File: src/hdl/imc_pkg.sv
package imc_pkg;

   // Width of one stored entry: start in the upper half, end in the lower half.
   localparam int unsigned EntryWidth = 64;
   localparam int unsigned HalfWidth  = 32;
   localparam int unsigned CountWidth = 11;

   // Inverting the sign bit makes unsigned order match signed order.
   localparam logic [HalfWidth-1:0] SignFlip = 32'h8000_0000;

   typedef enum logic [3:0] {
      S_LOAD,
      S_PASS,
      S_RUN,
      S_RD,
      S_MRG,
      S_SW_RD,
      S_SW_A,
      S_SW_B,
      S_OUT
   } state_type;

endpackage

File: src/hdl/imc_cmp.sv
module imc_cmp
   import imc_pkg::*;
(
   input  logic [EntryWidth-1:0] lhs,
   input  logic [EntryWidth-1:0] rhs,
   output logic                  lt
);

   // Shared unsigned less-than used by both the sort and the sweep.
   assign lt = (lhs < rhs);

endmodule

File: config.mk
export PLATFORM = sky130hd
export DESIGN_NAME = imc_cmp
export DESIGN_NICKNAME = d
export VERILOG_FILES = /design/src/hdl/imc_pkg.sv /design/src/hdl/imc_cmp.sv
export SDC_FILE = /design/constraint.sdc
export NUM_CORES = 1
export LEC_CHECK = 0
export BUFFER_PORTS_ARGS = -buffer_cell sky130_fd_sc_hd__clkbuf_2
export CAP_MARGIN = 10
export CELL_PAD_IN_SITES_DETAIL_PLACEMENT = 1
export CELL_PAD_IN_SITES_GLOBAL_PLACEMENT = 1
export CORE_ASPECT_RATIO = 0.7
export CORE_UTILIZATION = 29
export DETAILED_ROUTE_END_ITERATION = 12
export PLACE_DENSITY = 0.95
export SYNTH_ARGS = -nofsm -noshare
export SYNTH_HDL_FRONTEND = slang
export SYNTH_SLANG_ARGS = --single-unit
File: constraint.sdc
create_clock -name vclk -period 3.9
set_clock_uncertainty 0.2 [all_clocks]
set_input_delay 0.39 -clock vclk [all_inputs]
set_output_delay 0.39 -clock vclk [all_outputs]
set_load 0.01 [all_outputs]
# After elaboration in Yosys (flattened, before gate mapping)
# Index checks and enable logic that the tools add are counted.
# op_classes
magnitude_cmp	1
# ops
cell	n
< comparator 64 bit	1
# word_totals
regBits	0
input_bits	128
out_inout_bits	1
wordCells	1

# Logic depth before layout (Yosys ltp)
# logic_depth
ltp_word	1
mapped_depth	8
ltp_nobuf	8

# Least setup slack after synthesis
# No wires, ideal clock.
# synth_timing
kind	input port to output port
startpoint	input rhs[38]
endpoint	output lt
arrival_time_ns	1.829
setup_slack_ns	1.481
stages	8
path_cell_list	inv_1 > ha_1 > a21o_1 > a221o_1 > a211oi_2 > a32oi_1 > a31oi_1 > o31a_1
# synth_between
elab_chain_len	1
# synth_lines
item	line	source
start: declaration	imc_cmp.sv:5	input logic [EntryWidth-1:0] rhs,
< comparator 64 bit	imc_cmp.sv:10	assign lt = (lhs < rhs);
end: declaration	imc_cmp.sv:6	output logic lt
# No other way between the ends.

# Final worst setup path
# Ends and elaborated chain as after synthesis.

==> impl_metrics.json <==
{
  "status": "complete, no violations",
  "grt_pass1_vias": 2183,
  "globalplace.congestion": 0.778,
  "setup_viol": 0,
  "io-pin-count": 129,
  "p_sw_frac": 0.479,
  "post_cts_buffers": 0,
  "seqPwrFrac": 0,
  "num_vias": 2048,
  "dp_hpwl_um": 5140,
  "synthAdderAreaFrac": 0.495,
  "maxCapViolCount": 0,
  "yosys-mux-area-fraction": 0,
  "leakagePower_nw": 1.54,
  "grt_pass1_wl_um": 8800,
  "crit_type": "input pin to output port",
  "drc": 0,
  "power_density_mw_per_mm2": 92.7,
  "register_area_sq_um": 0,
  "clock_buffers": 0,
  "endpoint_kind": "output port",
  "holdWs_ps": 1120,
  "post-place-cells": 429,
  "drtAntennaViolNets": 0,
  "synth_top_family_by_area": "adder cells",
  "hold_viol_final": 0,
  "die_h_um": 64.0,
  "wl_um": 5230,
  "stdcell_area_sq_mm": 0.00233,
  "period_needed_ps": 2700,
  "nets": 550,
  "io_buffer_count": 129,
  "start_util": 0.303,
  "fmax_mhz": 370,
  "syn_inst": 228,
  "area.growth.synth_to_final_pct": 46.2,
  "crit_slowest_cell": "a221o_1",
  "fin_crit_sh": 0.693,
  "syn_area_sq_mm": 0.00159,
  "drv_slew": 0,
  "viasPerCell": 4.77,
  "ys_seq_area_frac": 0,
  "worstPathArrival_ps": 2110,
  "cp_data_required_time_ps": 3310,
  "overflow": 0,
  "core_sq_mm": 0.00526,
  "clkPwrFrac": 0,
  "cp.buffers_inverters": 3,
  "drt-initial-drc-count": 21,
  "cts_resized": 0,
  "placed_cell_area_sq_mm": 0.00233,
  "synth_compound_area_frac": 0.183,
  "antenna_found_initial": 0,
  "drtPass1Iterations": 3,
  "p_int_uw": 112,
  "routedWlPerCell_um": 12.2,
  "hold_depth": 5,
  "die_area_sq_mm": 0.00579,
  "rsz0062_at_grt": "no",
  "switching_power_uw": 103,
  "max_slew_margin": 0.700,
  "cp-start-kind": "input pin",
  "seq_cells": 0,
  "share_comb_of_total_power": 1.000,
  "grt_usage": 0.180,
  "postCtsHoldBufs": 0,
  "critPathMaxFanout": 2,
  "synth_xor_area_frac": 0,
  "crit_family": "compound AO/OA/AOI/OAI gates",
  "hp-start": "lhs[62]",
  "critPathMostFrequentCell": "clkbuf_2",
  "synth_simple_gate_area_frac": 0.171,
  "holdPathEnd": "lt",
  "rows": 22,
  "tightestPinTransition_ps": 439,
  "grt_max_degree": 4,
  "syn_nets": 419,
  "final_cell_mix": "129 x clkbuf_2, 64 x inv_1, 63 x ha_1",
  "diodes": 0,
  "yosys_warnings": 0,
  "stdcell_count": 429,
  "final_common_cell": "clkbuf_2",
  "crit_chain": "clkbuf_2 > inv_1 > ha_1 > a21o_1 > a221o_1 > a211oi_2 > a32oi_1 > a31oi_1 > o31a_1 > clkbuf_2",
  "post-route-util": 0.443,
  "max_stage_delay_ps": 350,
  "synthDistinctLibCells": 30,
  "syn_area_per_cell_sq_um": 6.98,
  "drive_above_1_share": 0.373,
  "finalSetupTns_ps": 0,
  "die_x_um": 90.5,
  "vdd_drop_max_mv": 0.0318,
  "holdCritPathClass": "input pin to output port"
}
## power groups by stage
stage | Clock, mW | Sequential [mW] | Combinational (mW)
6_report | 0 | 0 | 0.216
5_1_grt | 0 | 0 | 0.251
4_1_cts | 0 | 0 | 0.219
3_5_place_dp | 0 | 0 | 0.218
3_3_place_gp | 0 | 0 | 0.203
2_1_floorplan | 0 | 0 | 0.114
## cells by family (layout without fill, tap and decap cells)
group,after synthesis,count (layout)
AND/OR/NAND/NOR,52,52
buffers and inverters,64,193
AO/OA/AOI/OAI,49,49
adder cells (fa/ha/maj),63,63
## cells in the mapped netlist (2+ instances only)
cell | count | area, sq um
inv_1 | 64 | 240
ha_1 | 63 | 788
a21oi_1 | 26 | 130
nand2_1 | 20 | 75.1
o21ai_0 | 8 | 40.0
nor2_1 | 7 | 26.3
nand3_1 | 6 | 30.0
nand4_1 | 6 | 37.5
and4_1 | 4 | 35.0
a21o_1 | 2 | 15.0
a31oi_1 | 2 | 12.5
nand2b_1 | 2 | 12.5
## through the flow
| step | total power, mW | worst slack (ps) |
|---|---|---|
| global placement | 0.203 | 1260 |
| finish | 0.216 | 1200 |
| CTS | 0.219 | 1170 |
| global route | 0.251 | 1020 |
| detailed placement | 0.218 | 1190 |
| floorplan | 0.114 | 1480 |
## routing by layer
metal,up-vias,part of all wire,global-route usage
li1,1043,-,-
met1,925,0.40,0.194
met2,74,0.54,0.383
met3,6,0.056,0.0179
met4,0,0.010,0.0222
met5,-,0,0
## how the worst max path moves through the flow
stage	startpoint	end	slack, ps	cells past startpoint
floorplan	rhs[38]	lt	1480	8
CTS	rhs[38]	lt	1170	10
finish	rhs[38]	lt	1200	10
global placement	rhs[1]	lt	1260	9
detailed placement	rhs[38]	lt	1190	10
global route	rhs[1]	lt	1020	9
## area by class of cell
class | instances | area, sq um
well taps | 72 | 90.1
fillers | 718 | 2930
multi-input cells | 164 | 1350
repair buffers | 129 | 646
inverters | 64 | 240
No activity file was read; power rests on OpenSTA's default activity.
